File: src/rtl/ordf_pkg.sv
// Shared types and constants for the object record deframer.
// No dependencies; used by every module in rtl/.
package ordf_pkg;

   localparam int unsigned ByteW  = 8;
   localparam int unsigned LenW   = 16;
   localparam int unsigned StatW  = 2;
   localparam int unsigned TdataW = 48;
   localparam int unsigned TuserW = 4;

   localparam logic [LenW-1:0] LimitReset = 16'h2000;

   // Record status codes, meaningful on the final transfer of a record.
   localparam logic [StatW-1:0] StOk      = 2'd0;
   localparam logic [StatW-1:0] StBadSum  = 2'd1;
   localparam logic [StatW-1:0] StTooLong = 2'd2;

   typedef enum logic [3:0] {
      PH_TYPE   = 4'b0001,
      PH_LEN_LO = 4'b0010,
      PH_LEN_HI = 4'b0100,
      PH_BODY   = 4'b1000
   } phase_type;

   typedef struct packed {
      logic [ByteW-1:0] record_type;
      logic [ByteW-1:0] content_byte;
      logic [LenW-1:0]  byte_offset;
      logic [LenW-1:0]  record_length;
      logic             has_data;
      logic             is_last;
      logic [StatW-1:0] status;
   } result_type;

endpackage

File: src/rtl/object_record_deframer_unit.sv
// Top level of the object record deframer: length limit register, parser, result register.
// Depends on ordf_pkg, ordf_parser and ordf_out_reg.
//
//  channel | direction | payload
//  --------+-----------+--------------------------------------------------
//  req_    | in        | tdata[7:0] stream_byte
//  rsp_    | out       | tdata record_type/content_byte/offset/length,
//          |           | tlast is_last, tuser ext_index/has_data/status
//  csr_    | in        | csr_data[15:0] length_limit
//
// One stream byte per cycle sustained while rsp_ does not stall. A byte is
// held in the input register, then the parser updates its state and loads
// the result register, from which the result is offered.
// Reset (synchronous) returns the parser to waiting for a type byte and sets
// length_limit to 0x2000. A stalled rsp_ holds the result register; the input
// register keeps one byte, so req_tready drops only while both are full.
module object_record_deframer_unit (
   input  logic                          clock,
   input  logic                          reset,
   input  logic                          req_tvalid,
   output logic                          req_tready,
   input  logic [ordf_pkg::ByteW-1:0]    req_tdata,   // [7:0] stream_byte
   output logic                          rsp_tvalid,
   input  logic                          rsp_tready,
   // [7:0] record_type, [15:8] content_byte, [31:16] byte_offset,
   // [47:32] record_length
   output logic [ordf_pkg::TdataW-1:0]   rsp_tdata,
   output logic                          rsp_tlast,   // is_last
   // [0] extended_index, [1] has_data, [3:2] status
   output logic [ordf_pkg::TuserW-1:0]   rsp_tuser,
   input  logic                          csr_valid,
   output logic                          csr_ready,
   input  logic [ordf_pkg::LenW-1:0]     csr_data     // length_limit
);

   logic [ordf_pkg::LenW-1:0] limit_ff;
   logic                      out_free;
   logic                      res_fire;
   ordf_pkg::result_type      res;

   // register writes are to land only while idle; not enforced here, so take them every cycle
   assign csr_ready = 1'b1;

   always_ff @(posedge clock) begin
      if (reset) begin
         limit_ff <= ordf_pkg::LimitReset;
      end else if (csr_valid) begin
         limit_ff <= csr_data;
      end
   end

   ordf_parser u_parser (
      .clock        (clock),
      .reset        (reset),
      .req_tvalid   (req_tvalid),
      .req_tready   (req_tready),
      .req_tdata    (req_tdata),
      .length_limit (limit_ff),
      .out_free     (out_free),
      .res_fire     (res_fire),
      .res          (res)
   );

   ordf_out_reg u_out_reg (
      .clock      (clock),
      .reset      (reset),
      .res_fire   (res_fire),
      .res        (res),
      .out_free   (out_free),
      .rsp_tvalid (rsp_tvalid),
      .rsp_tready (rsp_tready),
      .rsp_tdata  (rsp_tdata),
      .rsp_tlast  (rsp_tlast),
      .rsp_tuser  (rsp_tuser)
   );

endmodule

File: src/rtl/ordf_parser.sv
// Input byte register plus record parser state and per-byte result logic.
// Depends on ordf_pkg.
module ordf_parser (
   input  logic                          clock,
   input  logic                          reset,
   input  logic                          req_tvalid,
   output logic                          req_tready,
   input  logic [ordf_pkg::ByteW-1:0]    req_tdata,
   input  logic [ordf_pkg::LenW-1:0]     length_limit,
   input  logic                          out_free,
   output logic                          res_fire,
   output ordf_pkg::result_type          res
);

   logic                       in_valid_ff, in_valid_in;
   logic [ordf_pkg::ByteW-1:0] in_byte_ff;
   ordf_pkg::phase_type        phase_ff, phase_in;
   logic [ordf_pkg::ByteW-1:0] type_ff, type_in;
   logic [ordf_pkg::LenW-1:0]  length_ff, length_in;
   logic [ordf_pkg::LenW-1:0]  count_ff, count_in;
   logic [ordf_pkg::ByteW-1:0] sum_ff, sum_in;
   logic                       too_long_ff, too_long_in;
   logic                       advance;
   logic                       res_valid;
   logic [ordf_pkg::ByteW-1:0] sum_add;
   logic [ordf_pkg::LenW:0]    count_next;
   logic                       last;
   logic [ordf_pkg::StatW-1:0] fin_status;

   // one byte moves through the parser whenever the result slot can take it
   assign advance     = in_valid_ff && out_free;
   assign req_tready  = !in_valid_ff || advance;
   assign in_valid_in = req_tready ? req_tvalid : in_valid_ff;
   assign res_fire    = advance && res_valid;

   assign sum_add    = sum_ff + in_byte_ff;
   assign count_next = {1'b0, count_ff} + 17'd1;
   assign last       = count_next >= {1'b0, length_ff};

   always_comb begin
      phase_in    = phase_ff;
      type_in     = type_ff;
      length_in   = length_ff;
      count_in    = count_ff;
      sum_in      = sum_ff;
      too_long_in = too_long_ff;
      res_valid   = 1'b0;
      fin_status  = ordf_pkg::StOk;
      res.record_type   = type_ff;
      res.content_byte  = in_byte_ff;
      res.byte_offset   = count_ff;
      res.record_length = length_ff;
      res.has_data      = 1'b1;
      res.is_last       = 1'b0;
      res.status        = ordf_pkg::StOk;
      unique case (phase_ff)
         ordf_pkg::PH_TYPE: begin
            type_in     = in_byte_ff;
            length_in   = '0;
            sum_in      = in_byte_ff;
            count_in    = '0;
            too_long_in = 1'b0;
            phase_in    = ordf_pkg::PH_LEN_LO;
         end
         ordf_pkg::PH_LEN_LO: begin
            length_in = {{(ordf_pkg::LenW-ordf_pkg::ByteW){1'b0}}, in_byte_ff};
            sum_in    = sum_add;
            phase_in  = ordf_pkg::PH_LEN_HI;
         end
         ordf_pkg::PH_LEN_HI: begin
            length_in   = {in_byte_ff, length_ff[ordf_pkg::ByteW-1:0]};
            sum_in      = sum_add;
            too_long_in = length_in >= length_limit;
            count_in    = '0;
            if (too_long_in) begin
               fin_status = ordf_pkg::StTooLong;
            end else if (sum_add != '0) begin
               fin_status = ordf_pkg::StBadSum;
            end
            // empty record: one data-less closing transfer
            res.record_length = length_in;
            res.content_byte  = '0;
            res.byte_offset   = '0;
            res.has_data      = 1'b0;
            res.is_last       = 1'b1;
            res.status        = fin_status;
            if (length_in == '0) begin
               res_valid = 1'b1;
               phase_in  = ordf_pkg::PH_TYPE;
            end else begin
               phase_in  = ordf_pkg::PH_BODY;
            end
         end
         ordf_pkg::PH_BODY: begin
            sum_in   = sum_add;
            count_in = count_next[ordf_pkg::LenW-1:0];
            if (too_long_ff) begin
               fin_status = ordf_pkg::StTooLong;
            end else if (sum_add != '0) begin
               fin_status = ordf_pkg::StBadSum;
            end
            if (last) begin
               res_valid   = 1'b1;
               res.is_last = 1'b1;
               res.status  = fin_status;
               phase_in    = ordf_pkg::PH_TYPE;
            end else begin
               // too-long content is swallowed until the final byte
               res_valid = !too_long_ff;
            end
         end
         default: begin
            phase_in = ordf_pkg::PH_TYPE;
         end
      endcase
   end

   always_ff @(posedge clock) begin
      if (reset) begin
         in_valid_ff <= 1'b0;
         phase_ff    <= ordf_pkg::PH_TYPE;
         type_ff     <= '0;
         length_ff   <= '0;
         count_ff    <= '0;
         sum_ff      <= '0;
         too_long_ff <= 1'b0;
      end else begin
         in_valid_ff <= in_valid_in;
         if (advance) begin
            phase_ff    <= phase_in;
            type_ff     <= type_in;
            length_ff   <= length_in;
            count_ff    <= count_in;
            sum_ff      <= sum_in;
            too_long_ff <= too_long_in;
         end
      end
   end

   always_ff @(posedge clock) begin
      if (req_tready) begin
         in_byte_ff <= req_tdata;
      end
   end

endmodule

File: src/rtl/ordf_out_reg.sv
// Result register driving the rsp_ stream; packs tdata, tuser and tlast.
// Depends on ordf_pkg.
module ordf_out_reg (
   input  logic                          clock,
   input  logic                          reset,
   input  logic                          res_fire,
   input  ordf_pkg::result_type          res,
   output logic                          out_free,
   output logic                          rsp_tvalid,
   input  logic                          rsp_tready,
   output logic [ordf_pkg::TdataW-1:0]   rsp_tdata,
   output logic                          rsp_tlast,
   output logic [ordf_pkg::TuserW-1:0]   rsp_tuser
);

   logic                 valid_ff, valid_in;
   ordf_pkg::result_type res_ff;

   assign out_free = !valid_ff || rsp_tready;
   assign valid_in = res_fire || (valid_ff && !rsp_tready);

   always_ff @(posedge clock) begin
      if (reset) begin
         valid_ff <= 1'b0;
      end else begin
         valid_ff <= valid_in;
      end
   end

   always_ff @(posedge clock) begin
      if (res_fire) begin
         res_ff <= res;
      end
   end

   assign rsp_tvalid = valid_ff;
   assign rsp_tdata  = {res_ff.record_length, res_ff.byte_offset,
                        res_ff.content_byte, res_ff.record_type};
   assign rsp_tlast  = res_ff.is_last;
   assign rsp_tuser  = {res_ff.status, res_ff.has_data, res_ff.record_type[0]};

endmodule
File: config.mk
export PLATFORM = sky130hd
export DESIGN_NAME = object_record_deframer_unit
export DESIGN_NICKNAME = d
export VERILOG_FILES = /design/src/rtl/ordf_pkg.sv /design/src/rtl/object_record_deframer_unit.sv /design/src/rtl/ordf_parser.sv /design/src/rtl/ordf_out_reg.sv
export SDC_FILE = /design/constraint.sdc
export NUM_CORES = 1
export LEC_CHECK = 0
export BUFFER_PORTS_ARGS = -buffer_cell sky130_fd_sc_hd__buf_2
export CORE_MARGIN = 10
export CORE_UTILIZATION = 40
export DETAILED_ROUTE_END_ITERATION = 8
export SETUP_SLACK_MARGIN = 0.02
export SYNTH_ARGS = -nofsm -noshare
export SYNTH_HDL_FRONTEND = slang
export SYNTH_SLANG_ARGS = --single-unit
File: constraint.sdc
create_clock -name clock -period 5.48 [get_ports clock]
set_input_delay 0.274 -clock clock [delete_from_list [all_inputs] [get_ports clock]]
set_output_delay 0.274 -clock clock [all_outputs]
set_load 0.02 [all_outputs]
==> out/metrics.csv <==
stage;metric;value;unit
clock_tree;h-tree-depth;4;
synthesis;ys_ff_latch;131;
die;die_area;21400;um2
worst_hold_path;whs_path_depth;1;
sta;clock.fmax;248;MHz
worst_setup_path;r2r_slack;1.45;ns
routing;viasPerCell;5.29;
place;hpwl;11300;um
global_route;antenna_found_initial;0;
die;initial_core_util;0.406;
worst_setup_path;critical_path.endpoint_type;register;
clock_tree;clk_latency;0.42;ns
clock_tree;cts.sinks;131;
die;num_io_pins;85;
sta;min_period;4.03;ns
run_status;outcome;complete, no violations;
synthesis;synth.net_count;703;
final_layout;final_cell_mix;83 x buf_2, 71 x dfxtp_1, 69 x nor2_1;
clock_tree;cts_tree;done;
worst_setup_path;r2r_start;u_parser.count_ff[0];
final_layout;drive_gt1_frac;0.177;
routing;wirelength;16200;um
worst_hold_path;hold_start;req_tdata[0];
synthesis;avgSynthCellArea;10.1;um2
final_layout;final_nets;775;
worst_hold_path;hold_path_class;primary input to register;
final_layout;antenna_cells;0;
sta;skew;0.00995;ns
clock_tree;cts-root-buf;clkbuf_16;
synthesis;synth_area;6390;um2
routing;drt_pass1_iterations;5;
synthesis;synth_edf_count;60;
routing;drt_iter0_markers;366;
sta;whs;0.0236;ns
die;core;15800;um2
worst_setup_path;setup.worst_path.start_class;register;
worst_setup_path;crit_path_max_incr_delay;0.71;ns
worst_setup_path;critical_path_required;5.59;ns
global_route;grt_max_degree;70;
clock_tree;numCtsBuffers;17;
routing;drc;0;
sta;timing.final.crit_share;0.735;
die;die_width;146;um
sta;hold_viol;0;
routing;dr_total_vias;4942;
final_layout;area_growth;18.1;%
sta;finalSetupTns;0;ns
global_route;grt_usage;0.151;
run;drv_cap;0;
pwr;leakage;0.00316;uW
synthesis;ys.flop_type;dfxtp_1;
synthesis;synthCells;633;
routing;post_drt_wl_per_cell;17.3;um
global_route;first_global_vias;4971;
place;port_buffers;83;
clock_tree;postCtsSetupBuffers;0;
global_route;overflow;0;
clock_tree;cts_buffer_depth;2;
synthesis;yosysSeqAreaShare;0.504;
worst_setup_path;r2r_cells;13;
worst_setup_path;cp_slowest_cell;a31oi_4;
clock_tree;post_cts_resized;0;
worst_setup_path;critical_path_peak_fanout;33;
final_layout;final_common_cell;buf_2;
synthesis;synth-async-reset-ratio;0;
worst_setup_path;reg2reg_to;u_out_reg.rsp_tdata[15];
worst_setup_path;worstSetupPathType;register to register;
worst_setup_path;cp.arrival;4.14;ns
synthesis;synth_cell_types;59;
pwr;power_density;306;nW/um2
routing;ant_nets;0;
sta;rsz0062_at_grt;no;
global_route;grt_pass1_wl;26000;um
sta;slew_headroom;0.299;
clock_tree;clkTransAtPathRegs;0.06;ns
sta;slew_viol_final;0;
synthesis;ys_warn_count;0;
place;place.gp.congestion;0.874;
worst_setup_path;path_cells;ha_1 -> and2_1 -> and3_1 -> nand3_1 -> xnor2_1 -> ha_1 -> nand4_1 -> a211oi_1 -> o41ai_1 -> o2111ai_1 -> nand3_1 -> a31oi_4 -> buf_12;
die;fp.dieH;146;um
pwr;peakVddDrop;0.206;mV
die;rows;46;
clock_tree;postCtsHoldBufs;0;
sta;finalSetupViolations;0;
sta;worst_pin_slew;1.05;ns
worst_hold_path;holdPathEnd;u_parser.in_byte_ff[0];
-- sequential cells by signal, indices dropped and copies added (netlist names) --
name,count
limit_ff,16
u_out_reg.rsp_tdata,48
u_out_reg.rsp_tlast,1
u_out_reg.rsp_tuser,3
u_out_reg.rsp_tvalid,1
u_parser.count_ff,16
u_parser.in_byte_ff,8
u_parser.in_valid_ff,1
u_parser.length_ff,16
u_parser.phase_ff,4
u_parser.sum_ff,8
u_parser.too_long_ff,1
u_parser.type_ff,8
-- stage by stage --
step                      instance area, um2  setup WS (ns)  std cells  utilization  power [uW]
after global placement                  6980           1.62        902        0.443        1220
after global routing                    7550           1.10        934        0.479        2400
after floorplan                         6400           1.10        633            -        1180
after CTS                               7550           1.41        934        0.479        2330
after detailed placement                6980           1.44        902        0.443        1230
final                                   7550           1.45        934        0.479        2310
-- final cells by class --
class / count / area, um2
fill: 1486 / 8220
timing repair buffer: 87 / 458
inverter: 37 / 139
multi-input combinational: 431 / 2890
clock inverter: 6 / 81.3
tap: 216 / 270
sequential: 131 / 3220
clock buffer: 26 / 489
-- per-layer routing --
metal  share of wire  GRT usage  up-vias
met5               0          0        -
met4           0.020     0.0641        0
met3           0.066     0.0519       35
met2            0.47      0.245      168
met1            0.45      0.179     2329
li1                -          -     2410
-- critical path: cells and delay by family, from the launching register on --
family	cells	cell delay, ns
AO/OA/AOI/OAI	4	1.20
XOR/XNOR	1	0.17
adder cells (fa/ha/maj)	2	0.60
buffers and inverters	1	0.30
flip-flops	1	0.45
AND/OR/NAND/NOR	5	0.99
-- where the power goes --
group	leakage, uW	internal [uW]	switching (uW)	total (uW)
logic	0.00167	60.0	83.6	144
registers	0.00121	1040	27.7	1060
clock network	0.000276	703	404	1110
-- synth_stat cells, types with 3 or more instances --
library cell | count | share of area
a31oi_1 | 5 | 0.0049
nand3b_1 | 5 | 0.0059
buf_1 | 3 | 0.0018
a21o_1 | 4 | 0.0047
and4_1 | 4 | 0.0055
a21oi_1 | 38 | 0.030
ha_1 | 40 | 0.078
nand3_1 | 20 | 0.016
nand2_1 | 48 | 0.028
and2_1 | 25 | 0.024
nand4_1 | 4 | 0.0039
clkbuf_1 | 21 | 0.012
edfxtp_1 | 60 | 0.28
buf_2 | 6 | 0.0047
nor3_1 | 5 | 0.0039
nor2_1 | 69 | 0.041
a211oi_1 | 8 | 0.0094
xor2_1 | 12 | 0.016
o21ai_0 | 30 | 0.023
buf_4 | 3 | 0.0035
inv_1 | 37 | 0.022
xnor2_1 | 12 | 0.016
and3_1 | 7 | 0.0068
dfxtp_1 | 71 | 0.22
nand2b_1 | 3 | 0.0029
a22oi_1 | 20 | 0.023
nor4_1 | 8 | 0.0078
o211ai_1 | 4 | 0.0047
mux2i_1 | 21 | 0.033
o21bai_1 | 4 | 0.0047
-- worst max path at each step --
stage | start | endpoint | depth (start not counted)
CTS | u_parser.count_ff[0] | u_out_reg.rsp_tdata[28] | 13
global route | u_parser.count_ff[0] | u_out_reg.rsp_tdata[18] | 13
detailed placement | u_parser.count_ff[0] | u_out_reg.rsp_tdata[39] | 13
floorplan | u_parser.count_ff[0] | u_out_reg.rsp_tdata[0] | 13
finish | u_parser.count_ff[0] | u_out_reg.rsp_tdata[15] | 13
global placement | u_parser.count_ff[0] | u_out_reg.rsp_tdata[39] | 13
-- cells by family (layout without fill, tap and decap cells) --
family,count (synthesis),after routing,synth area share
AND/OR/NAND/NOR,216,216,0.172
flip-flops,131,131,0.504
AO/OA/AOI/OAI,127,127,0.129
buffers and inverters,71,156,0.0458
adder cells (fa/ha/maj),41,41,0.0814
XOR/XNOR,24,24,0.0329
multiplexers,22,22,0.0346
other,1,1,0.000586
No activity file was read; power rests on OpenSTA's default activity.
